**config.mk**
```make
export PLATFORM = sky130hd
export DESIGN_NAME = taa_back
export DESIGN_NICKNAME = d
export VERILOG_FILES = /design/src/rtl/core/taa_pkg.sv /design/src/rtl/core/taa_back.sv
export SDC_FILE = /design/constraint.sdc
export NUM_CORES = 1
export LEC_CHECK = 0
export BUFFER_PORTS_ARGS = -buffer_cell sky130_fd_sc_hd__buf_2
export CAP_MARGIN = 20
export CORE_MARGIN = 8
export CORE_UTILIZATION = 40
export DETAILED_ROUTE_END_ITERATION = 10
export PLACE_DENSITY = 0.77
export SYNTH_ARGS = -nofsm -noshare
export SYNTH_HDL_FRONTEND = slang
export SYNTH_SLANG_ARGS = --single-unit
```
**constraint.sdc**
```tcl
create_clock -name clk -period 2.8 [get_ports clk]
set_input_delay 0.56 -clock clk [delete_from_list [all_inputs] [get_ports clk]]
set_output_delay 0.56 -clock clk [all_outputs]
set_load 0.02 [all_outputs]
```
**src/rtl/core/taa_pkg.sv**
```systemverilog
`timescale 1ns / 1ps
// ----------------------------------------------------------------------------
// taa_pkg: shared types and constants of the transformed box accumulator
// Coordinate and product types, configuration layout, queue sizing and the
// rounding/saturation helpers used by the front pipeline.
// ----------------------------------------------------------------------------
package taa_pkg;

	localparam int COORD_W   = 32;
	localparam int FRAC_W    = 16;
	localparam int PROD_W    = 2 * COORD_W;
	localparam int SUM_W     = PROD_W + 2;
	localparam int NUM_AXES  = 3;
	localparam int NUM_REGS  = 6;
	localparam int CFG_W     = 64;
	localparam int CFG_IDX_W = 3;
	localparam int QDEPTH    = 8;
	localparam int QPTR_W    = $clog2(QDEPTH);
	localparam int QCNT_W    = $clog2(QDEPTH + 1);

	// Register indexes
	localparam logic [CFG_IDX_W-1:0] REG_X_XY     = CFG_IDX_W'(0);
	localparam logic [CFG_IDX_W-1:0] REG_X_Z_OFS  = CFG_IDX_W'(1);
	localparam logic [CFG_IDX_W-1:0] REG_Y_XY     = CFG_IDX_W'(2);
	localparam logic [CFG_IDX_W-1:0] REG_Y_Z_OFS  = CFG_IDX_W'(3);
	localparam logic [CFG_IDX_W-1:0] REG_Z_XY     = CFG_IDX_W'(4);
	localparam logic [CFG_IDX_W-1:0] REG_Z_Z_OFS  = CFG_IDX_W'(5);

	localparam logic [CFG_W-1:0] CFG_RESET [NUM_REGS] = '{
		64'h0001_0000_0000_0000,
		64'h0000_0000_0000_0000,
		64'h0000_0000_0001_0000,
		64'h0000_0000_0000_0000,
		64'h0000_0000_0000_0000,
		64'h0001_0000_0000_0000
	};

	typedef logic signed [COORD_W-1:0] coord_t;
	typedef logic signed [PROD_W-1:0]  prod_t;
	typedef logic signed [SUM_W-1:0]   sum_t;

	localparam coord_t POS_MAX = {1'b0, {(COORD_W-1){1'b1}}};
	localparam coord_t NEG_MIN = {1'b1, {(COORD_W-1){1'b0}}};
	localparam sum_t   ROUND_HALF = sum_t'(1) <<< (FRAC_W - 1);

	// Input item; packs as {use_transform, restart, box max, box min}
	typedef struct packed {
		logic                    use_transform;
		logic                    restart;
		coord_t [NUM_AXES-1:0]   bmax;
		coord_t [NUM_AXES-1:0]   bmin;
	} item_t;

	// Classified candidate bounds for the fold stage
	typedef struct packed {
		logic                    restart;
		coord_t [NUM_AXES-1:0]   hi;
		coord_t [NUM_AXES-1:0]   lo;
	} cand_t;

	// Running box; packs as {max, min}
	typedef struct packed {
		coord_t [NUM_AXES-1:0]   hi;
		coord_t [NUM_AXES-1:0]   lo;
	} bounds_t;

	typedef struct packed {
		logic                    nonempty;
		logic [QCNT_W-1:0]       level;
	} qstat_t;

	function automatic prod_t mul_q16(input coord_t a, input coord_t b);
		return prod_t'(a) * prod_t'(b);
	endfunction

	// Drop the low 16 fraction bits of a rounded Q34.32 sum and clamp to 32 bits
	function automatic coord_t sat_q16(input sum_t s);
		logic [SUM_W-FRAC_W-COORD_W:0] top;
		top = s[SUM_W-1:FRAC_W+COORD_W-1];
		if ((&top) || !(|top)) begin
			return s[FRAC_W+COORD_W-1:FRAC_W];
		end
		return s[SUM_W-1] ? NEG_MIN : POS_MAX;
	endfunction

endpackage

```
**src/rtl/core/taa_back.sv**
```systemverilog
`timescale 1ns / 1ps
// ----------------------------------------------------------------------------
// taa_back: running box fold and output register
// Pops one candidate per cycle when the output slot is free, folds it into
// the running box and presents the updated box.
// ----------------------------------------------------------------------------
module taa_back (
	input  logic             clk,
	input  logic             arst_n,
	input  logic             q_avail,
	input  taa_pkg::cand_t   q_data,
	input  logic             out_ready,
	output logic             pop,
	output logic             out_valid,
	output taa_pkg::bounds_t bound
);

	logic             valid_q;
	taa_pkg::bounds_t bound_q;

	assign pop = q_avail && (!valid_q || out_ready);

	always_ff @(posedge clk or negedge arst_n) begin
		if (!arst_n) begin
			valid_q <= 1'b0;
			for (int a = 0; a < taa_pkg::NUM_AXES; a++) begin
				bound_q.lo[a] <= taa_pkg::POS_MAX;
				bound_q.hi[a] <= taa_pkg::NEG_MIN;
			end
		end else if (pop) begin
			valid_q <= 1'b1;
			for (int a = 0; a < taa_pkg::NUM_AXES; a++) begin
				// restart: drop the old box and take the candidate as is
				if (q_data.restart || ($signed(q_data.lo[a]) < $signed(bound_q.lo[a]))) begin
					bound_q.lo[a] <= q_data.lo[a];
				end
				if (q_data.restart || ($signed(q_data.hi[a]) > $signed(bound_q.hi[a]))) begin
					bound_q.hi[a] <= q_data.hi[a];
				end
			end
		end else if (out_ready) begin
			valid_q <= 1'b0;
		end
	end

	assign out_valid = valid_q;
	assign bound     = bound_q;

endmodule

```
Word level (Yosys, flattened, before mapping)
Index checks and enable logic that the tools add are counted.
W data, S select, Z words.
Operators by class
  reduce and logical (&&, ||, !) cells: 16
  $lt $le $gt $ge: 6
  muxes and demuxes: 2
Operator list (count)
  $gt A32 B32 Y1: 3
  $lt A32 B32 Y1: 3
  $reduce_and A2 Y1: 6
  $logic_or A1 B1 Y1: 7
  $mux W1: 2
  $reduce_bool A2 Y1: 1
  $logic_and A1 B1 Y1: 1
  $logic_not A1 Y1: 1
Storage, ports and cells
  output and inout port bits: 194
  register bits: 193

Logic depth before layout (Yosys ltp)
  depth in word-level cells: 4
  gate-level depth with buffers: 10
  depth with buffers taken out: 9

Worst setup path after synthesis
No wires, ideal clock.
  path kind: register to register
  start point: register bound_q, in the netlist bound[89]
  end point: register bound_q, in the netlist bound[95]
  library setup time: 125 ps
  required time: 2675 ps
  buffers on the path: 1
  slack: 59 ps
  arrival time: 2616 ps
  stages on the path, launching flop included: 11
  path through: dfstp_2 -> inv_1 -> ha_1 -> a21o_1 -> a21o_1 -> a21oi_1 -> o22ai_1 -> o211a_1 -> a211oi_2 -> buf_6 -> mux2_4
Between the ends
  cells in the longest elaborated chain, start to end: 3
RTL lines
  from (decl): line taa_back.sv:19  | taa_pkg::bounds_t bound_q;
  $lt A32 B32 Y1: line taa_back.sv:34  | if (q_data.restart || ($signed(q_data.lo[a]) < $signed(bound_q.lo[a]))) begin
  $logic_or A1 B1 Y1: line taa_back.sv:34
  $reduce_and A2 Y1 (no source line)
Every way passes these cells.
A chain may end at the register's enable or synchronous reset.

Worst setup path in the final report
  start point: register bound_q, in the netlist bound[77]
  end point: register bound_q, in the netlist bound[95]
Same word-level chain as after synthesis.

==> flow_metrics.py <==
metrics = {
    "outcome": {
        "outcome": "finished clean",
    },
    "hold_path": {
        "hold_class": "input port to asynchronous set/reset pin",
    },
    "worst_setup_path": {
        "reg2reg_slack_ps": 10,
        "cpPeakStageDelay_ps": 540,
        "cpMaxStageDelayCell": "dfstp_2",
        "worstSetupStartpointType": "flop",
        "cp.required_ps": 3130,
        "criticalPathCategory": "flop to flop",
        "arrival_ps": 3120,
        "crit_top_cell": "a21o_1",
        "cp_num_buf_inv": 3,
        "cp_top_family": "compound AO/OA/AOI/OAI gates",
        "cp-end-kind": "flop",
        "cp_max_fo": 6,
        "path_cells": "inv_1 > ha_1 > a21o_1 > a21o_1 > a21oi_1 > o21ai_1 > o31ai_2 > a211oi_4 > buf_6 > buf_12 > mux2_4",
    },
    "clocking": {
        "numCtsBuffers": 17,
        "cts_tree": "built",
        "clk_latency_ps": 450,
        "htree_levels": 4,
        "cts_hold_buf": 0,
        "clock_path_buffers": 2,
        "clock_sinks": 193,
        "root_buffer": "clkbuf_16",
        "path_clk_slew_ps": 80,
    },
    "timing": {
        "setup_viol": 0,
        "tns_ps": 0,
        "rsz0062_at_grt": "true",
        "fin_crit_sh_pct": 99.64,
        "max_freq_mhz": 358.4,
        "slew_violations": 0,
        "hold_violations": 0,
        "worstMarginPinSlew_ps": 637.8,
        "setup_slack_ps": 9.954,
        "clock-skew-final_ps": 13.89,
        "max_slew_margin_pct": 57.48,
        "hold_ws_ps": 164.2,
        "fin_crit_ps": 2790,
    },
    "global_route": {
        "met1_usage_pct": 22.30,
        "grt_pass1_vias": 10450,
        "grt_max_degree": 73,
        "grt_pass1_wl_um": 54230,
        "grt-busiest-layer": "met2",
        "use_met3_pct": 4.371,
        "antenna_found_initial": 4,
        "overflow": 0,
        "met2_usage_pct": 32.08,
        "grt_usage_pct": 18.66,
    },
    "synth": {
        "avgSynthCellArea_um2": 11.63,
        "syn_area_um2": 12530,
        "synth_fp_nets": 1463,
        "async_reset_ff_share_pct": 100.0,
        "synth_edf_count": 0,
        "synth_cell_type_count": 40,
        "ys.flop_type": "dfrtp_1",
        "ys_seq_area_share_pct": 39.50,
        "syn-instance-count": 1077,
        "yosysWarnings": 0,
        "ys_ff_latch": 193,
    },
    "finish": {
        "drive_above_1_share_pct": 53.18,
        "postLayoutCoreUtil_pct": 53.15,
        "fillers": 2729,
        "area_growth_syn_to_layout_pct": 32.46,
        "nNetsFinal": 1913,
    },
    "route": {
        "drtAntennaViolNets": 0,
        "vias_per_cell": 5.067,
        "vias": 9891,
        "wl_per_cell_um": 18.80,
        "drt_first_pass_iters": 4,
        "routed_wl_um": 36700,
        "drt_iter0_drc": 252,
        "drc": 0,
    },
    "power": {
        "finalPower_mw": 20.07,
        "p_leak_nw": 8.908,
        "ir_drop_v": 0.0007488,
        "powerDensity_nw_per_um2": 1209,
    },
    "floorplanning": {
        "rows": 65,
        "die_h_um": 193.0,
        "dieArea_um2": 37250,
        "die_w_um": 193.0,
        "core_um2": 31230,
        "start_util_pct": 40.12,
        "ioPinCount": 391,
    },
    "run": {
        "max-cap-violations": 0,
    },
    "placement": {
        "portBuffers": 390,
        "gp_congestion": 0.8680,
        "place_ws_ps": -153.5,
        "hpwl_um": 28940,
    },
}
-- per-layer routing --
metal	part of all wire, %	vias to the layer above	routed length [um]
met1	41	4842	15140
met5	0	-	0
li1	-	4718	-
met4	2.3	0	862
met3	6.2	46	2290
met2	50	285	18400
-- through the flow --
stage          std cells  cell area (um2)
2_1_floorplan       1077            12530
3_3_place_gp        1886            15250
3_5_place_dp        1886            15250
4_1_cts             1921            15990
5_1_grt             1946            16580
6_report            1952            16600
-- sequential cells by signal, summed over array words and instances (netlist names) --
register and flops:
bound 192, out_valid 1
-- Yosys cell counts (5+ instances only) --
cell / count / area [um2]
a211oi_1: 5 / 37.54
mux2_1: 6 / 67.56
nor2_1: 12 / 45.04
buf_4: 9 / 67.56
or3_1: 6 / 37.54
mux2_2: 96 / 1081
a21boi_0: 7 / 52.55
a21oi_1: 63 / 315.3
o31ai_1: 6 / 45.04
nand2_1: 16 / 60.06
nor4_1: 8 / 50.05
o21ai_0: 6 / 30.03
nand4_1: 41 / 256.5
mux2_4: 90 / 1351
o211ai_1: 5 / 37.54
ha_1: 189 / 2365
nor3_1: 8 / 40.04
a21o_1: 49 / 367.9
nand2b_1: 5 / 31.28
dfrtp_1: 97 / 2427
nand3_1: 13 / 65.06
buf_6: 9 / 101.4
inv_1: 193 / 724.4
dfstp_2: 96 / 2522
o21a_1: 6 / 45.04
-- worst register-to-register path: cells and delay by family, from the launching register on --
family / cells / cell delay [ps]
AOI/OAI and AO/OA: 6 / 1220
buffers and inverters: 3 / 340
muxes: 1 / 300
adders and majority gates: 1 / 290
DFF: 1 / 540
-- placed cells by master (no fill, tap or decap), types with 4 or more instances in the layout --
cell / instances
a21oi_2: 12
diode_2: 10
clkbuf_16: 24
nor4_2: 7
buf_2: 389
mux2_2: 94
nor3_1: 5
a211oi_1: 5
o211ai_1: 5
inv_1: 191
ha_1: 179
o21ai_1: 5
buf_12: 12
o21a_1: 6
nor2_1: 12
or3_1: 5
mux2_4: 92
buf_6: 6
nand2_1: 16
o21ai_0: 4
nand3_1: 13
a21boi_0: 7
ha_4: 10
dfrtp_1: 97
o31ai_2: 4
dfstp_2: 96
buf_4: 34
mux2_1: 6
a21o_1: 49
inv_6: 4
nand2b_1: 5
a21oi_1: 51
nand4_1: 41
-- power by group --
part | total [mW] | internal, mW | switching [mW]
clock | 2.67 | 1.49 | 1.17
sequential | 5.92 | 4.76 | 1.15
combinational | 11.5 | 5.39 | 6.09
-- cell type report --
class / count / area (um2) / share of cell area, %
Antenna cell: 10 / 25.02 / 0.1508
Clock buffer: 21 / 503.0 / 3.030
Clock inverter: 11 / 135.1 / 0.8141
Inverter: 193 / 724.4 / 4.365
Multi-Input combinational cell: 672 / 7047 / 42.45
Sequential cell: 193 / 4950 / 29.82
Tap cell: 402 / 503.0 / 3.030
Timing Repair Buffer: 450 / 2711 / 16.34
-- worst paths after layout --
check                                  startpoint                     end  cells past startpoint
setup reg to reg            bound[77]$_DFFE_PN1P_   bound[95]$_DFFE_PN0P_                     11
min in group clk                          q_avail   out_valid$_DFFE_PN0P_                      2
setup / recovery            bound[77]$_DFFE_PN1P_   bound[95]$_DFFE_PN0P_                     11
hold / removal                             arst_n   bound[95]$_DFFE_PN0P_                      1
hold reg to reg            bound[100]$_DFFE_PN0P_  bound[100]$_DFFE_PN0P_                      1
max in group asynchronous                  arst_n   bound[66]$_DFFE_PN1P_                      2
-- cells by family after synthesis --
kind of cell | after synthesis | share of synthesized area, %
muxes | 192 | 19.95
and+or+nand+nor | 122 | 5.562
DFF | 193 | 39.50
buffers and inverters | 212 | 7.169
AOI/OAI and AO/OA | 169 | 8.947
adders and majority gates | 189 | 18.87
-- what timing repair did --
item                                    in CTS  in global routing
buffers inserted                             2                 14
gates cloned                                 1                  7
pin swaps                                    7                 21
gates resized for setup                     12                 61
endpoints found under the setup margin      66                161
No activity file was read; power rests on OpenSTA's default activity.
