[config.mk]
export PLATFORM = sky130hd
export DESIGN_NAME = taa_queue
export DESIGN_NICKNAME = d
export VERILOG_FILES = /design/src/rtl/core/taa_pkg.sv /design/src/rtl/core/taa_queue.sv
export SDC_FILE = /design/constraint.sdc
export NUM_CORES = 2
export LEC_CHECK = 0
export BUFFER_PORTS_ARGS = -buffer_cell sky130_fd_sc_hd__buf_4
export CORE_MARGIN = 4
export CORE_UTILIZATION = 35
export CTS_BUF_LIST = sky130_fd_sc_hd__clkbuf_4
export DETAILED_ROUTE_END_ITERATION = 10
export GPL_ROUTABILITY_DRIVEN = 0
export PLACE_DENSITY_LB_ADDON = 0.3
export SYNTH_ARGS = -nofsm -noshare
export SYNTH_HDL_FRONTEND = slang
export SYNTH_SLANG_ARGS = --single-unit
export TNS_END_PERCENT = 1
[constraint.sdc]
create_clock -name clk -period 18.3 [get_ports clk]
set_clock_uncertainty 0.05 [all_clocks]
set_input_delay 0.915 -clock clk [delete_from_list [all_inputs] [get_ports clk]]
set_output_delay 0.915 -clock clk [all_outputs]
set_load 0.005 [all_outputs]
[src/rtl/core/taa_pkg.sv]
`timescale 1ns / 1ps
// ----------------------------------------------------------------------------
// taa_pkg: shared types and constants of the transformed box accumulator
// Coordinate and product types, configuration layout, queue sizing and the
// rounding/saturation helpers used by the front pipeline.
// ----------------------------------------------------------------------------
package taa_pkg;

	localparam int COORD_W   = 32;
	localparam int FRAC_W    = 16;
	localparam int PROD_W    = 2 * COORD_W;
	localparam int SUM_W     = PROD_W + 2;
	localparam int NUM_AXES  = 3;
	localparam int NUM_REGS  = 6;
	localparam int CFG_W     = 64;
	localparam int CFG_IDX_W = 3;
	localparam int QDEPTH    = 8;
	localparam int QPTR_W    = $clog2(QDEPTH);
	localparam int QCNT_W    = $clog2(QDEPTH + 1);

	// Register indexes
	localparam logic [CFG_IDX_W-1:0] REG_X_XY     = CFG_IDX_W'(0);
	localparam logic [CFG_IDX_W-1:0] REG_X_Z_OFS  = CFG_IDX_W'(1);
	localparam logic [CFG_IDX_W-1:0] REG_Y_XY     = CFG_IDX_W'(2);
	localparam logic [CFG_IDX_W-1:0] REG_Y_Z_OFS  = CFG_IDX_W'(3);
	localparam logic [CFG_IDX_W-1:0] REG_Z_XY     = CFG_IDX_W'(4);
	localparam logic [CFG_IDX_W-1:0] REG_Z_Z_OFS  = CFG_IDX_W'(5);

	localparam logic [CFG_W-1:0] CFG_RESET [NUM_REGS] = '{
		64'h0001_0000_0000_0000,
		64'h0000_0000_0000_0000,
		64'h0000_0000_0001_0000,
		64'h0000_0000_0000_0000,
		64'h0000_0000_0000_0000,
		64'h0001_0000_0000_0000
	};

	typedef logic signed [COORD_W-1:0] coord_t;
	typedef logic signed [PROD_W-1:0]  prod_t;
	typedef logic signed [SUM_W-1:0]   sum_t;

	localparam coord_t POS_MAX = {1'b0, {(COORD_W-1){1'b1}}};
	localparam coord_t NEG_MIN = {1'b1, {(COORD_W-1){1'b0}}};
	localparam sum_t   ROUND_HALF = sum_t'(1) <<< (FRAC_W - 1);

	// Input item; packs as {use_transform, restart, box max, box min}
	typedef struct packed {
		logic                    use_transform;
		logic                    restart;
		coord_t [NUM_AXES-1:0]   bmax;
		coord_t [NUM_AXES-1:0]   bmin;
	} item_t;

	// Classified candidate bounds for the fold stage
	typedef struct packed {
		logic                    restart;
		coord_t [NUM_AXES-1:0]   hi;
		coord_t [NUM_AXES-1:0]   lo;
	} cand_t;

	// Running box; packs as {max, min}
	typedef struct packed {
		coord_t [NUM_AXES-1:0]   hi;
		coord_t [NUM_AXES-1:0]   lo;
	} bounds_t;

	typedef struct packed {
		logic                    nonempty;
		logic [QCNT_W-1:0]       level;
	} qstat_t;

	function automatic prod_t mul_q16(input coord_t a, input coord_t b);
		return prod_t'(a) * prod_t'(b);
	endfunction

	// Drop the low 16 fraction bits of a rounded Q34.32 sum and clamp to 32 bits
	function automatic coord_t sat_q16(input sum_t s);
		logic [SUM_W-FRAC_W-COORD_W:0] top;
		top = s[SUM_W-1:FRAC_W+COORD_W-1];
		if ((&top) || !(|top)) begin
			return s[FRAC_W+COORD_W-1:FRAC_W];
		end
		return s[SUM_W-1] ? NEG_MIN : POS_MAX;
	endfunction

endpackage

[src/rtl/core/taa_queue.sv]
`timescale 1ns / 1ps
// ----------------------------------------------------------------------------
// taa_queue: candidate queue between front and back
// Small register FIFO; the top level's credit count keeps it from overflowing.
// ----------------------------------------------------------------------------
module taa_queue (
	input  logic            clk,
	input  logic            arst_n,
	input  logic            push,
	input  taa_pkg::cand_t  push_data,
	input  logic            pop,
	output taa_pkg::cand_t  pop_data,
	output taa_pkg::qstat_t stat
);

	taa_pkg::cand_t                   mem_q [taa_pkg::QDEPTH];
	logic [taa_pkg::QPTR_W-1:0]       wr_q;
	logic [taa_pkg::QPTR_W-1:0]       rd_q;
	logic [taa_pkg::QCNT_W-1:0]       level_q;

	always_ff @(posedge clk or negedge arst_n) begin
		if (!arst_n) begin
			wr_q    <= '0;
			rd_q    <= '0;
			level_q <= '0;
		end else begin
			if (push) begin
				wr_q <= (wr_q == taa_pkg::QPTR_W'(taa_pkg::QDEPTH - 1)) ? '0 : wr_q + 1'b1;
			end
			if (pop) begin
				rd_q <= (rd_q == taa_pkg::QPTR_W'(taa_pkg::QDEPTH - 1)) ? '0 : rd_q + 1'b1;
			end
			level_q <= level_q + taa_pkg::QCNT_W'(push) - taa_pkg::QCNT_W'(pop);
		end
	end

	always_ff @(posedge clk) begin
		if (push) begin
			mem_q[wr_q] <= push_data;
		end
	end

	assign pop_data      = mem_q[rd_q];
	assign stat.nonempty = (level_q != '0);
	assign stat.level    = level_q;

endmodule

Word-level counts from Yosys, hierarchy flattened
Memories as Yosys holds them, arrays and structs flattened.
Cells that the tools add are included.
{"block": "word_totals", "inputBits": 197, "n_memories": 1, "regBits": 10, "ramBits": 1544}
{"name": "mem_q", "words": 8, "width": 193, "rd": 1, "rd_clocked_by_memory_dff": 0, "write_ports": 1, "line": "taa_queue.sv:16", "text": "taa_pkg::cand_t mem_q [taa_pkg::QDEPTH];"}
{"block": "classes", "eq_ne": 2, "mux": 4, "add_sub_neg": 4, "n_reduce_logical": 1}
{"op": "$add 3x1->3 const B", "n": 2}
{"op": "$eq 3x3->1 const B", "n": 2}
{"op": "$mux 3", "n": 2}
{"op": "$add 4x1->4", "n": 1}
{"op": "$reduce_bool 4->1", "n": 1}
{"op": "$sub 4x1->4", "n": 1}
{"op": "$mux 1", "n": 2}

Longest topological paths before layout
{"block": "depth", "ltp_word": 2, "depth_mapped": 7, "mapped_depth_nobuf": 7}

Least setup slack after synthesis
OpenSTA, ideal clock, no wires.
{"block": "synth_timing", "kind": "input -> register", "from": "input push", "to": "memory mem_q[0][0] (netlist bit) (enable)", "arrival_time_ns": 14.005, "path_buffers": 0, "stages": 2, "setup_slack_ns": 3.263, "path_cell_list": "nand2b_1 > nor3_1"}
{"block": "synth_between", "elab_chain_len": 2}
{"item": "start, declared", "line": "taa_queue.sv:9", "text": "input logic push,"}
{"item": "$mux 1", "line": "taa_queue.sv:38", "text": "if (push) begin"}
{"item": "$mux 1 (not written as such)", "line": "taa_queue.sv:39", "text": "mem_q[wr_q] <= push_data;"}
{"item": "end, declared", "line": "taa_queue.sv:16"}
Every way passes these cells.

==> summary.md <==
| Metric | Value |
|---|---|
| Clock Pin Slew Worst Setup and Hold Paths | `0.06 ns` |
| Unrepaired setup endpoints after global routing | `false` |
| Die area | `174000 sq um` |
| Fill cell instance count of the final layout | `14600` |
| Reg2reg start | `wr_q[2]$_DFFE_PN0P_` |
| Accumulated negative setup slack | `0 ns` |
| Slew of the pin with the lowest slew margin | `1.07 ns` |
| Worst reg2reg endpoint | `mem_q[0][87]$_DFFE_PP_` |
| Number of DRC violations after detailed-routing iteration 0 | `1885` |
| Final global-route overflow total | `0` |
| Largest buffer count on any clock path | `4` |
| Number of cells in the finished layout apart from fillers | `6106` |
| Clock tree from TritonCTS | `yes` |
| Sequential-to-total area share from yosys stat | `0.795` |
| Vias | `29500` |
| Chip Width | `417 um` |
| Length in cells of the worst reg-to-reg path | `5` |
| Post-route cell area | `71100 sq um` |
| Post-synthesis cell count | `2694` |
| Critical path launch point type | `flop` |
| Critical setup path kind | `flop to output pin` |
| Synth-to-Final Area Change | `21.3%` |
| Yosys synthesis warning count | `0` |
| Number of detailed-route iterations in the first pass | `5` |
| Number of buffers created by CTS | `416` |
| Capturing instance or port of the critical path | `pop_data[59]` |
| Run status | `finished, final reports clean` |
| Final critical-path share of the clock period | `0.338` |
| I/O Buffers | `394` |
| Average footprint of a synthesized cell | `21.8 sq um` |
| Die Y-Extent | `417 um` |
| Worst Hold Class | `input pin to flop` |
| CTS resizes | `0` |
| Number of distinct library cell variants in the gate-level netlist after synthesis | `22` |
| Number of clock sinks seen by CTS | `1554` |
| Initial core utilization | `0.354` |
| Setup WS pre-CTS | `13.19 ns` |
| Maximum net fanout on the critical path | `95` |
| Placement Rows | `149` |
| Number of nets in the finished design | `3833` |
| GRT Resource Usage Total | `0.160` |
| Routed length per placed instance | `22.8 um` |
| Maximum number of pins on one net before global-route repair | `110` |
| Setup violations, final | `0` |
| Worst-case register-to-register setup slack | `14.64 ns` |
| Cell Area, Synth | `58600 sq um` |
| Routed via count divided by cell count | `4.83` |
| Flops & latches, synth | `1554` |
| Sum of routed wire length over all layers | `139000 um` |
| Leakage | `0.0245 uW` |
| Worst Setup Slack, final | `12.12 ns` |
| DP HPWL | `73200 um` |
| Max rail drop VDD | `0.0904 mV` |
| Launch point of the worst path | `rd_q[0]$_DFFE_PN0P_` |
| Worst slew margin | `0.284` |
| Setup repair bufs after CTS | `0` |
| Core area | `166000 sq um` |
| Share of layout cells above drive strength 1 | `0.376` |
| Endpoint class of the critical path | `output pin` |
| Insertion delay to the later sink of the worst-skew pair | `1.31 ns` |
| Highest Clock Rate | `0.162 GHz` |
| Library cell used as clock root buffer | `sky130_fd_sc_hd__clkbuf_4` |
| Max-cap check violation count | `0` |
| Total placed cells including tap cells | `5199` |
| Io pins | `395` |
| Hold Fails Final Rpt | `0` |
| Wire length of the first global-routing pass | `206000 um` |
| Number of antenna-violating nets in the routed design | `0` |
| Antenna violations before repair | `12` |
| Post-Synthesis Net Count | `2901` |
| Total DRC errors in the routed layout | `0` |
| Area after detailed placement | `64100 sq um` |
| Via count of the first global-routing pass | `31800` |
| H-tree depth | `5` |
| Worst Path Arrival | `5.21 ns` |
| Pins Over Slew Limit | `0` |
| Final worst hold slack | `0.341 ns` |
| Data required, critical path | `17.34 ns` |
| Period minus WS final | `6.18 ns` |
| Power per unit of standard cell area | `154 nW/um^2` |
## worst min-delay path by stage
| stage | startpoint | to | cells after the start |
|---|---|---|---|
| 3_5_place_dp | wr_q[2]$_DFFE_PN0P_ | wr_q[2]$_DFFE_PN0P_ | 1 |
| 4_1_cts | push_data[5] | mem_q[6][5]$_DFFE_PP_ | 2 |
| 6_report | push_data[5] | mem_q[6][5]$_DFFE_PP_ | 2 |
| 5_1_grt | push_data[5] | mem_q[2][5]$_DFFE_PP_ | 2 |
| 2_1_floorplan | wr_q[2]$_DFFE_PN0P_ | wr_q[2]$_DFFE_PN0P_ | 1 |
| 3_3_place_gp | wr_q[2]$_DFFE_PN0P_ | wr_q[2]$_DFFE_PN0P_ | 1 |
## repair_timing
| action | in CTS | in global routing |
|---|---|---|
| endpoints found under the setup margin | 0 | 0 |
| endpoints found under the hold margin | 1563 | 0 |
| hold buffers | 198 | 0 |
## kinds of logic after synthesis
| kind of cell | Yosys count | synth area share |
|---|---|---|
| xor gates and xnor gates | 2 | 0.000299 |
| AOI/OAI and AO/OA | 4 | 0.000384 |
| DFF | 1554 | 0.795 |
| muxes | 390 | 0.149 |
| buffers and inverters | 137 | 0.0143 |
| adders and majority gates | 10 | 0.00226 |
| and+or+nand+nor | 597 | 0.0385 |
## state kept, by name (all words and copies together), names as in the netlist
register  flops
rd_q          3
wr_q          3
level_q       4
mem_q      1544
## cell usage in the layout (no fill, tap or decap), drive strengths merged
master,n
nand2b,2
nand3b,2
nand3,1
inv,14
dlygate4sd3,198
nor2,8
mux2,4
ha,9
nand2,582
clkinvlp,2
buf,445
a21o,1
clkinv,91
dfrtp,10
diode,4
edfxtp,1544
a21oi,1
bufinv,6
clkbuf,600
fa,1
nor3,2
xor2,2
o21ai,2
mux4,386
## through the flow
step                utilization  total power [uW]
floorplan                     -              6830
global placement          0.386              8150
detailed placement        0.386              8160
CTS                       0.429             11200
global route              0.429             11600
finish                    0.429             10900
## worst max-delay path, cell delays in order (launching register included)
cell	delay, ns
sky130_fd_sc_hd__dfrtp_4	0.70
sky130_fd_sc_hd__buf_12	0.63
sky130_fd_sc_hd__buf_4	0.80
sky130_fd_sc_hd__buf_4	0.70
sky130_fd_sc_hd__mux4_2	0.60
sky130_fd_sc_hd__nand2_1	0.09
sky130_fd_sc_hd__nand2_1	0.10
sky130_fd_sc_hd__buf_4	0.15
## power by group
group          switching, uW  internal (uW)  leakage, uW  total, uW
logic                   1870           1550      0.00733       3420
clock network           1360           1580      0.00304       2940
registers                122           4450       0.0141       4570
## Yosys cell counts
cell | instances | area, sq um
sky130_fd_sc_hd__clkbuf_1 | 42 | 158
sky130_fd_sc_hd__edfxtp_1 | 1544 | 46400
sky130_fd_sc_hd__nand2_1 | 582 | 2180
sky130_fd_sc_hd__mux2_2 | 4 | 45.0
sky130_fd_sc_hd__ha_1 | 9 | 113
sky130_fd_sc_hd__o21ai_0 | 2 | 10.0
sky130_fd_sc_hd__clkinv_1 | 1 | 3.75
sky130_fd_sc_hd__nand3_1 | 1 | 5.00
sky130_fd_sc_hd__xor2_1 | 2 | 17.5
sky130_fd_sc_hd__nor3_1 | 2 | 10.0
sky130_fd_sc_hd__a21oi_1 | 1 | 5.00
sky130_fd_sc_hd__dfrtp_1 | 10 | 250
sky130_fd_sc_hd__mux4_2 | 386 | 8690
sky130_fd_sc_hd__nand3b_1 | 2 | 15.0
sky130_fd_sc_hd__inv_1 | 7 | 26.3
sky130_fd_sc_hd__fa_1 | 1 | 20.0
sky130_fd_sc_hd__nand2b_1 | 2 | 12.5
sky130_fd_sc_hd__buf_1 | 9 | 33.8
sky130_fd_sc_hd__buf_6 | 36 | 405
sky130_fd_sc_hd__a21o_1 | 1 | 7.51
sky130_fd_sc_hd__buf_2 | 42 | 210
sky130_fd_sc_hd__nor2_1 | 8 | 30.0
## cell type report
type                    instances  area [sq um]  share of cell area
diodes                          4          10.0            0.000141
clock buffers                 600          4500              0.0633
clock inverters               105           572             0.00804
inverters                       8          37.5            0.000528
multi-input cells            1003         11200               0.158
flip-flops and latches       1554         46600               0.656
well taps                    2189          2740              0.0385
repair buffers                643          5410              0.0761
## layer usage
layer  vias up  wire length [um]  GRT usage
met2       825             73200      0.278
met4         0              4500     0.0660
met1     15400             54700      0.191
li1      13000                 -          -
met5         -                 0          0
met3       235              6680     0.0371
Note: power is estimated with default switching activity, not from simulation.
